## config.mk

```make
export PLATFORM = sky130hd
export DESIGN_NAME = per_channel_rate_limiter_top
export DESIGN_NICKNAME = d
export VERILOG_FILES = /design/src/hw/rtl/pcrl_pkg.sv /design/src/hw/rtl/pcrl_ctrl.sv /design/src/hw/rtl/pcrl_datapath.sv /design/src/hw/rtl/per_channel_rate_limiter_top.sv
export SDC_FILE = /design/constraint.sdc
export NUM_CORES = 1
export LEC_CHECK = 0
export ABC_AREA = 1
export BUFFER_PORTS_ARGS = -buffer_cell sky130_fd_sc_hd__buf_2
export CORE_MARGIN = 1.5
export CORE_UTILIZATION = 65
export DETAILED_ROUTE_END_ITERATION = 6
export PLACE_DENSITY = 0.83
export SLEW_MARGIN = 10
export SYNTH_ARGS = -nofsm -noshare
export SYNTH_HDL_FRONTEND = slang
export SYNTH_SLANG_ARGS = --single-unit
```

## constraint.sdc

```tcl
create_clock -name clk -period 6.92 [get_ports clk]
set_input_delay 1.384 -clock clk [delete_from_list [all_inputs] [get_ports clk]]
set_output_delay 1.384 -clock clk [all_outputs]
set_load 0.05 [all_outputs]
```

## src/hw/rtl/pcrl_pkg.sv

```systemverilog
// Shared constants and controller/datapath interface types for the rate limiter.
package pcrl_pkg;

	localparam int TABLE_ENTRIES = 8;
	localparam int TIME_BITS     = 32;
	localparam int CHANNEL_BITS  = 8;

	localparam int CHANNEL_ID_WIDTH   = 8;
	localparam int NOW_TICKS_WIDTH    = 32;
	localparam int MIN_INTERVAL_WIDTH = 16;

	localparam int IDX_BITS  = (TABLE_ENTRIES > 1) ? $clog2(TABLE_ENTRIES) : 1;
	localparam int USED_BITS = $clog2(TABLE_ENTRIES + 1);
	localparam int CMP_BITS  = (TIME_BITS > MIN_INTERVAL_WIDTH) ? TIME_BITS : MIN_INTERVAL_WIDTH;

	localparam logic [MIN_INTERVAL_WIDTH-1:0] MIN_INTERVAL_RESET = MIN_INTERVAL_WIDTH'(60);

	// Commands from the controller to the datapath.
	typedef struct packed {
		logic load;    // capture the accepted item
		logic lookup;  // search the table and register the hit
		logic commit;  // decide, update the table and load the result register
	} pcrl_cmd_t;

	// Status from the datapath to the controller.
	typedef struct packed {
		logic out_free;  // result register is empty or is being taken this cycle
	} pcrl_status_t;

endpackage

```

## src/hw/rtl/pcrl_ctrl.sv

```systemverilog
// Controller state machine that sequences capture, lookup and commit of each item.
module pcrl_ctrl (
	input  logic                  clk,
	input  logic                  arst_n,
	input  logic                  in_valid,
	output logic                  in_stall,
	input  pcrl_pkg::pcrl_status_t status,
	output pcrl_pkg::pcrl_cmd_t    cmd
);
	import pcrl_pkg::*;

	typedef enum logic [1:0] {
		S_IDLE,
		S_LOOKUP,
		S_DECIDE
	} state_t;

	state_t state_q;
	logic   in_stall_q;

	always_comb begin
		cmd.load   = in_valid && !in_stall_q;
		cmd.lookup = (state_q == S_LOOKUP);
		cmd.commit = (state_q == S_DECIDE) && status.out_free;
	end

	assign in_stall = in_stall_q;

	always_ff @(posedge clk or negedge arst_n) begin
		if (!arst_n) begin
			state_q    <= S_IDLE;
			in_stall_q <= 1'b0;
		end else begin
			case (state_q)
				S_IDLE: begin
					if (cmd.load) begin
						state_q    <= S_LOOKUP;
						in_stall_q <= 1'b1;
					end
				end
				S_LOOKUP: begin
					state_q <= S_DECIDE;
				end
				S_DECIDE: begin
					if (cmd.commit) begin
						state_q    <= S_IDLE;
						in_stall_q <= 1'b0;
					end
				end
				default: begin
					state_q    <= S_IDLE;
					in_stall_q <= 1'b0;
				end
			endcase
		end
	end

	a_stall_tracks_idle: assert property (@(posedge clk) disable iff (!arst_n)
		(state_q == S_IDLE) == !in_stall_q)
		else $error("input stall disagrees with controller state");

	a_load_to_lookup: assert property (@(posedge clk) disable iff (!arst_n)
		cmd.load |=> state_q == S_LOOKUP)
		else $error("accepted item did not start a lookup");

	a_lookup_to_decide: assert property (@(posedge clk) disable iff (!arst_n)
		state_q == S_LOOKUP |=> state_q == S_DECIDE)
		else $error("lookup not followed by decision");

endmodule

```

## src/hw/rtl/pcrl_datapath.sv

```systemverilog
// Datapath: channel table, interval register, elapsed-time compare and result register.
module pcrl_datapath (
	input  logic                                       clk,
	input  logic                                       arst_n,
	input  pcrl_pkg::pcrl_cmd_t                        cmd,
	output pcrl_pkg::pcrl_status_t                     status,
	input  logic                                       cfg_write,
	input  logic [pcrl_pkg::MIN_INTERVAL_WIDTH-1:0]    cfg_data,
	input  logic [pcrl_pkg::CHANNEL_ID_WIDTH-1:0]      channel_id,
	input  logic [pcrl_pkg::NOW_TICKS_WIDTH-1:0]       now_ticks,
	output logic                                       out_valid,
	input  logic                                       out_stall,
	output logic                                       blocked,
	output logic                                       new_entry,
	output logic                                       table_full
);
	import pcrl_pkg::*;

	logic [MIN_INTERVAL_WIDTH-1:0] min_interval_q;

	logic [CHANNEL_BITS-1:0] entry_channel_q [TABLE_ENTRIES];
	logic [TIME_BITS-1:0]    entry_time_q    [TABLE_ENTRIES];
	logic [USED_BITS-1:0]    used_q;

	logic [CHANNEL_BITS-1:0] chan_s1;
	logic [TIME_BITS-1:0]    now_s1;

	logic                 found_s2;
	logic [IDX_BITS-1:0]  idx_s2;
	logic [TIME_BITS-1:0] last_s2;

	logic out_valid_q, blocked_q, new_entry_q, table_full_q;

	logic                 hit_found;
	logic [IDX_BITS-1:0]  hit_idx;
	logic [TIME_BITS-1:0] elapsed;
	logic                 too_soon;
	logic                 room;

	// First matching valid entry wins, lowest index first.
	always_comb begin
		hit_found = 1'b0;
		hit_idx   = '0;
		for (int k = TABLE_ENTRIES - 1; k >= 0; k--) begin
			if ((USED_BITS'(k) < used_q) && (entry_channel_q[k] == chan_s1)) begin
				hit_found = 1'b1;
				hit_idx   = IDX_BITS'(k);
			end
		end
	end

	assign elapsed  = now_s1 - last_s2;
	assign too_soon = CMP_BITS'(elapsed) < CMP_BITS'(min_interval_q);
	assign room     = used_q < USED_BITS'(TABLE_ENTRIES);

	assign status.out_free = !out_valid_q || !out_stall;

	always_ff @(posedge clk or negedge arst_n) begin
		if (!arst_n) begin
			min_interval_q <= MIN_INTERVAL_RESET;
			used_q         <= '0;
			out_valid_q    <= 1'b0;
		end else begin
			if (cfg_write) begin
				min_interval_q <= cfg_data;
			end
			if (cmd.commit) begin
				out_valid_q <= 1'b1;
				if (!found_s2 && room) begin
					used_q <= used_q + USED_BITS'(1);
				end
			end else if (!out_stall) begin
				out_valid_q <= 1'b0;
			end
		end
	end

	always_ff @(posedge clk) begin
		if (cmd.load) begin
			chan_s1 <= CHANNEL_BITS'(channel_id);
			now_s1  <= TIME_BITS'(now_ticks);
		end
		if (cmd.lookup) begin
			found_s2 <= hit_found;
			idx_s2   <= hit_idx;
			last_s2  <= entry_time_q[hit_idx];
		end
		if (cmd.commit) begin
			if (found_s2) begin
				blocked_q    <= too_soon;
				new_entry_q  <= 1'b0;
				table_full_q <= 1'b0;
				if (!too_soon) begin
					entry_time_q[idx_s2] <= now_s1;
				end
			end else begin
				blocked_q    <= 1'b0;
				new_entry_q  <= room;
				table_full_q <= !room;
				if (room) begin
					entry_channel_q[used_q[IDX_BITS-1:0]] <= chan_s1;
					entry_time_q[used_q[IDX_BITS-1:0]]    <= now_s1;
				end
			end
		end
	end

	assign out_valid  = out_valid_q;
	assign blocked    = blocked_q;
	assign new_entry  = new_entry_q;
	assign table_full = table_full_q;

	a_used_bounded: assert property (@(posedge clk) disable iff (!arst_n)
		used_q <= USED_BITS'(TABLE_ENTRIES))
		else $error("entry count beyond table size");

	a_flags_exclusive: assert property (@(posedge clk) disable iff (!arst_n)
		out_valid_q |-> !(new_entry_q && table_full_q) && !(blocked_q && new_entry_q)
			&& !(blocked_q && table_full_q))
		else $error("result flags not mutually exclusive");

	a_new_entry_counts: assert property (@(posedge clk) disable iff (!arst_n)
		cmd.commit && !found_s2 && room |=> used_q == $past(used_q) + USED_BITS'(1))
		else $error("new channel not counted");

endmodule

```

## src/hw/rtl/per_channel_rate_limiter_top.sv

```systemverilog
// Top level of the per-channel rate limiter: controller, datapath and configuration port.
//
// The block enforces a minimum interval, in ticks, between the allowed requests of each
// channel. Each item names a channel and gives the current wrapping tick count; the block
// answers with exactly one result item carrying blocked, new_entry and table_full. A table
// of eight channels is held in flip-flops and searched in parallel, the first matching
// entry winning. An unknown channel is recorded and allowed; when the table is full it is
// allowed but not recorded and table_full is set. Elapsed time is the wrapping difference
// of the tick counts, so a time that appears to go backwards counts as a long wait, and an
// interval of zero never blocks. An item is captured at the edge that accepts it; the table
// search is then registered in the lookup state, and the decide state, which waits for a free
// result register, does the subtract-and-compare against min_interval and the table update.
// The input is stalled from acceptance until the result is loaded, so a new item is never
// taken while one is in flight; a result still held by a stalled receiver delays the loading
// of the next one. The result sits in an output register, so the next item is accepted
// while a finished result still waits. The table needs no clearing after reset: only
// entries below the fill count are ever compared. min_interval resets to 60 and is written
// through the configuration channel, which is always ready; write it only while no item is
// in flight.
module per_channel_rate_limiter_top (
	input  logic                                    clk,
	input  logic                                    arst_n,
	input  logic                                    cfg_valid,
	output logic                                    cfg_ready,
	input  logic [pcrl_pkg::MIN_INTERVAL_WIDTH-1:0] cfg_data,
	input  logic                                    in_valid,
	output logic                                    in_stall,
	input  logic [pcrl_pkg::CHANNEL_ID_WIDTH-1:0]   channel_id,
	input  logic [pcrl_pkg::NOW_TICKS_WIDTH-1:0]    now_ticks,
	output logic                                    out_valid,
	input  logic                                    out_stall,
	output logic                                    blocked,
	output logic                                    new_entry,
	output logic                                    table_full
);
	import pcrl_pkg::*;

	pcrl_cmd_t    cmd;
	pcrl_status_t status;

	// The interval register can always take a write.
	assign cfg_ready = 1'b1;

	pcrl_ctrl u_ctrl (
		.clk      (clk),
		.arst_n   (arst_n),
		.in_valid (in_valid),
		.in_stall (in_stall),
		.status   (status),
		.cmd      (cmd)
	);

	pcrl_datapath u_datapath (
		.clk        (clk),
		.arst_n     (arst_n),
		.cmd        (cmd),
		.status     (status),
		.cfg_write  (cfg_valid && cfg_ready),
		.cfg_data   (cfg_data),
		.channel_id (channel_id),
		.now_ticks  (now_ticks),
		.out_valid  (out_valid),
		.out_stall  (out_stall),
		.blocked    (blocked),
		.new_entry  (new_entry),
		.table_full (table_full)
	);

endmodule

```

* After elaboration in Yosys (flattened, before gate mapping)
Memory sizes are Yosys's and may differ from the RTL's. A register that Yosys moved wholly into a read port is not among the register bits.
Cells that the tools add are included.
** Cells by class
- Shift operators :: 0
- Reductions and logical operators :: 23
- Equal/unequal tests :: 13
- Divide/modulo/power cells :: 0
- Muxes and demuxes :: 28
- Order comparisons :: 10
- Bitwise operators :: 1
- $add $sub $neg :: 2
- $mul :: 0
** Operator list (count)
- == test 8 bit :: 8
- less-than comparator 32 x 16 -> 1 bit :: 1
- 2-to-1 mux 32 bit :: 1
- OR reduction 32 bit :: 1
- subtractor 32 bit :: 1
- 2-to-1 mux 3 bit :: 9
- less-than comparator 3 x 4 -> 1 bit (first input constant) :: 4
- 2-to-1 mux 1 bit :: 14
- logical AND 1 bit :: 11
- less-than comparator 1 x 4 -> 1 bit (first input constant) :: 2
- less-than comparator 2 x 4 -> 1 bit (first input constant) :: 2
- OR reduction 7 bit :: 1
- case mux 2 bit (3 select lines) :: 1
- logical NOT 1 bit :: 5
- adder 4 x 1 -> 4 bit (second input constant) :: 1
- less-than comparator 4 bit (second input constant) :: 1
- 2-to-1 mux 2 bit :: 2
- != test 2 bit (second input constant) :: 2
- AND reduction 2 bit :: 2
- case mux 1 bit (3 select lines) :: 1
- AND reduction 3 bit :: 1
- == test 2 x 1 -> 1 bit (second input constant) :: 1
- == test 2 bit (second input constant) :: 1
- logical NOT 2 bit :: 1
- other kinds (3) :: 3
** Storage, ports and cells
- Register bits after elaboration :: 71
- Bits of input ports :: 61
- Latch bits :: 0
- Output and inout port bits :: 6
- Memory bits (writable) :: 320
- ROM bits :: 0
- Memories kept :: 2
** Memory list
- u_datapath.entry_time_q :: words 8, width 32, rd ports 1, clocked after Yosys merged registers in 1, write ports 1, RTL line pcrl_datapath.sv:22 : logic [TIME_BITS-1:0] entry_time_q [TABLE_ENTRIES];
- u_datapath.entry_channel_q :: words 8, width 8, rd ports 8, clocked after Yosys merged registers in 0, write ports 1, RTL line pcrl_datapath.sv:21 : logic [CHANNEL_BITS-1:0] entry_channel_q [TABLE_ENTRIES];

* Depth between registers and ports, before layout
An unclocked memory read counts as a cell.
- Word-level depth :: 11
- Depth in mapped cells :: 24
- Gate-level depth less buffers :: 24

* Modules after synthesis
From an unflattened synthesis, not the netlist that was laid out.
** Second synthesis, totals
- Cell total of the unflattened synthesis :: 2166
- Area total of the unflattened synthesis :: 20681.1 um^2
** By module, submodules not included
- pcrl_datapath :: instances 1, area each 20523.4 um^2, sequential area each 12512.0 um^2, cells an instance 2143
- pcrl_ctrl :: instances 1, area each 146.4 um^2, sequential area each 75.1 um^2, cells an instance 21
- per_channel_rate_limiter_top :: instances 1, area each 11.3 um^2, sequential area each 0.0 um^2, cells an instance 2

* Worst setup path after synthesis
OpenSTA, ideal clock, no wires.
- Path kind :: reg2reg
- Start point :: reg u_datapath.now_s1[0]
- End point :: mem u_datapath.entry_time_q[0][0], enable pin
- Arrival time :: 4.050 ns
- Stages on the path, launching flop included :: 25
- Path slack :: 2.449 ns
- Setup time :: 0.421 ns
- Cells stage by stage :: edfxtp_1 inv_1 ha_1 fa_1 inv_1 nand3_1 nand3_1 nand2_1 nand2_1 nand3_1 nand2_1 xor2_1 ha_1 nand2_1 o21ai_0 a211oi_1 nand2_1 inv_1 nand2_1 nor2_1 nand2_1 nor2_1 nand3_1 nand2_1 nor2_1
** Between the ends
- Longest elaborated chain between the ends :: 7
** RTL lines
- start: declaration :: RTL line pcrl_datapath.sv:26 : logic [TIME_BITS-1:0] now_s1;
- start signal: assignment :: RTL line pcrl_datapath.sv:81 : now_s1 <= TIME_BITS'(now_ticks);
- subtractor 32 bit :: RTL line pcrl_datapath.sv:52 : assign elapsed = now_s1 - last_s2;
- less-than comparator 32 x 16 -> 1 bit :: RTL line pcrl_datapath.sv:53 : assign too_soon = CMP_BITS'(elapsed) < CMP_BITS'(min_interval_q);
- 2-to-1 mux 1 bit :: RTL line pcrl_datapath.sv:93 : if (!too_soon) begin
- 2-to-1 mux 1 bit :: RTL line pcrl_datapath.sv:89 : if (found_s2) begin
- 2-to-1 mux 1 bit :: RTL line pcrl_datapath.sv:88 : if (cmd.commit) begin
- 2-to-1 mux 1 bit (not written as such) :: RTL line pcrl_datapath.sv:94 : entry_time_q[idx_s2] <= now_s1;
- 2-to-1 mux 1 bit (no line)
- end: declaration :: RTL line pcrl_datapath.sv:22
No other way between the ends.

* Worst setup path in the final report
- Start point :: reg u_datapath.now_s1[0]
- End point :: mem u_datapath.entry_time_q[4][19], enable pin
Same word-level chain as after synthesis.

==> metrics.yaml <==
yosysWarnings: 0
syn_to_final_growth_pct: 9.64
cts_max_level: 2
io_buffers: 65
tightest_slew_ns: 1.29
top_layer_used: "met4"
powerDensity_nw_per_um2: 306
synthCells: 2176
p_int_mw: 4.75
globalRoute.totalOverflow: 0
wirelength_um: 49700
die_h_um: 181
numClockSinks: 423
cp.required_ns: 7.08
syn_area_um2: 20600
ir_worst_vdd_v: 0.000263
period_minus_slack_ns: 5.10
cts_resized: 0
cp_slowest_stage_delay_ns: 1.16
drt_pass1_iterations: 6
rsz0062_at_grt: "false"
status: "completed"
setup_viol: 0
place_congestion: 0.943
p_switching_mw: 2.17
antenna_found_initial: 0
drive_above_1_share: 0.0766
grt_max_degree: 99
cts_setup_buffers: 0
clkLatencyLatePin_ns: 0.57
ios: 67
synthArstFlopShare: 0.0567
synth_edf_count: 399
clk_pin_slew_ns: 0.06
fill_cells: 2132
ant_nets: 0
cp_top_family: "simple AND/OR/NAND/NOR gates"
final.period_utilization: 0.737
cts_tree: "done"
grt_pass1_wl_um: 78000
initial_core_util: 0.657
synth_top_flop_cell: "edfxtp_1"
final_util: 0.720
clockRootBuffer: "clkbuf_16"
drv_slew: 0
crit_type: "register to register"
coreArea_um2: 31400
met2WireLength_um: 23700
end_kind: "register"
yosysSeqAreaShare: 0.611
fmax_ghz: 0.196
cp-start-kind: "register"
syn_avg_cell_area_um2: 9.47
cp-startpoint: "u_datapath.now_s1[0]"
maxCapViolCount: 0
synth_nets: 2286
synthDistinctLibCells: 39
wl_met3_um: 5080
grt_pass1_vias: 14650
die_w_um: 181
p_clk_frac: 0.320
avgViaCountPerCell: 5.70
finalNetCount: 2337
hold_ws_ns: 0.501
max-clock-path-buffers: 3
drt_iter0_drc: 1721
hold_path_startpoint: "u_datapath.min_interval_q[3]"
via_count: 15172
drc: 0
p_total_mw: 6.92
placement_rows: 65
cts-buffers-inserted: 43
wl_per_cell_um: 18.7
arrival_ns: 5.26
antenna_cells: 0
yosys_register_bits: 423
setup_tns_ns: 0
path_cells: "inv_1 -> ha_1 -> fa_1 -> inv_1 -> nand3_1 -> nand3_1 -> nand2_1 -> nand2_1 -> nand3_1 -> nand2_1 -> xor2_1 -> ha_1 -> nand2_1 -> o21ai_0 -> a211oi_1 -> nand2_1 -> inv_1 -> nand2_1 -> nor2_1 -> nand2_1 -> nor2_1 -> nand3_1 -> nand2_1 -> nor2_4"
path_max_fanout: 32
dieArea_um2: 32800
path_buf_inv: 3
drt-met1-wl_um: 19700
maxSlewHeadroom: 0.139
seq_power_share: 0.468
combPwrFrac: 0.212
dpl.hpwl_um: 30400
leakagePower_nw: 10.3
power.share.switching: 0.313
finClkSkew_ns: 0.0288
cp_common_cell: "nand2_1"
hold_path.class: "register to register"
finalHoldViolations: 0
slowest_stage: "nor2_4"
hold_buffers: 0
grtUsageTotal: 0.308
r2r_start: "u_datapath.now_s1[0]"
## cells in the mapped netlist, types with 8 or more instances
cell	instances	area share
a21oi_1	36	0.0087
o21ai_0	39	0.0095
nand2_1	589	0.11
xnor2_1	17	0.0072
inv_2	8	0.0015
nand3_1	300	0.073
buf_4	20	0.0073
buf_2	27	0.0066
nor4_1	10	0.0030
nand4_1	16	0.0049
inv_1	430	0.078
xor2_1	24	0.010
clkbuf_1	20	0.0036
dfrtp_1	20	0.024
edfxtp_1	399	0.58
nor3_1	9	0.0022
ha_1	48	0.029
nor2_1	114	0.021
## stage by stage
stage / area [um^2] / instances / setup slack, ns
5_1_grt: 22600 / 2660 / 1.53
2_1_floorplan: 20600 / 2176 / 2.45
6_report: 22600 / 2660 / 1.82
3_3_place_gp: 21200 / 2583 / 2.03
4_1_cts: 22600 / 2659 / 1.81
3_5_place_dp: 21200 / 2583 / 1.83
## final cells by class
class                   instances  area (um^2)  share of cell area
well taps                     402          503              0.0223
repair buffers                 78          443              0.0196
inverters                     439         1650              0.0729
clock inverters                19          163             0.00720
flip-flops and latches        423        12600               0.557
multi-input cells            1242         6080               0.269
clock buffers                  57         1180              0.0521
## layout by cell type (no fill, tap or decap), types with 24 or more instances in the layout
| cell | count |
|---|---|
| inv_1 | 430 |
| buf_2 | 65 |
| xor2_1 | 24 |
| a21oi_1 | 36 |
| edfxtp_1 | 399 |
| nor2_1 | 104 |
| clkbuf_16 | 43 |
| nand3_1 | 300 |
| ha_1 | 48 |
| o21ai_0 | 39 |
| nand2_1 | 589 |
## power groups by stage
stage	combinational, mW	sequential (mW)	clock, mW
global route	1.63	3.25	2.32
floorplan	0.977	3.23	0
CTS	1.43	3.23	2.22
finish	1.47	3.24	2.22
global placement	1.38	3.27	0
detailed placement	1.42	3.29	0
## metal layers
| layer | global-route usage | vias to the layer above |
|---|---|---|
| met3 | 0.0496 | 98 |
| met2 | 0.501 | 856 |
| met1 | 0.426 | 7118 |
| li1 | - | 7100 |
| met4 | 0.103 | 0 |
| met5 | 0 | - |
## worst register-to-register path: stages, from the launching register on
cell      delay, ns
edfxtp_1       0.51
inv_1          0.11
ha_1           0.26
fa_1           0.43
inv_1          0.10
nand3_1        0.07
nand3_1        0.19
nand2_1        0.08
nand2_1        0.12
nand3_1        0.09
nand2_1        0.11
xor2_1         0.09
ha_1           0.30
nand2_1        0.04
o21ai_0        0.16
a211oi_1       0.06
nand2_1        0.07
inv_1          0.04
nand2_1        0.05
nor2_1         0.04
nand2_1        0.05
nor2_1         0.04
nand3_1        0.08
nand2_1        0.44
nor2_4         1.16
## kinds of logic (layout without fill, tap and decap cells)
kind of cell / Yosys count / in the layout / synth area share
compound gates: 93 / 93 / 0.0248
xor+xnor: 41 / 41 / 0.0174
fa+ha+maj: 49 / 49 / 0.0301
buf+inv: 511 / 593 / 0.0991
flops: 423 / 423 / 0.611
mux: 1 / 1 / 0.000546
other cells: 1 / 1 / 0.000182
simple gates: 1057 / 1057 / 0.217
## state kept, by name (all words and copies together) (netlist names), 3 cells and up
signal and flops:
u_datapath.now_s1 32, u_datapath.chan_s1 8, u_datapath.last_s2 32, u_datapath.idx_s2 3
u_datapath.entry_channel_q 64, u_datapath.entry_time_q 256, u_datapath.used_q 4, u_datapath.min_interval_q 16
## path summary, 6_finish.rpt
path,to,slack [ns],cells past startpoint
setup / recovery,u_datapath.entry_time_q[4][19],1.82,24
hold / removal,u_datapath.min_interval_q[3],0.50,2
setup reg to reg,u_datapath.entry_time_q[4][19],1.82,24
hold reg to reg,u_datapath.min_interval_q[3],0.50,2
max in group asynchronous,u_datapath.min_interval_q[5],5.75,1
min in group asynchronous,u_datapath.min_interval_q[8],0.80,1
(Power assumes the default switching activity.)
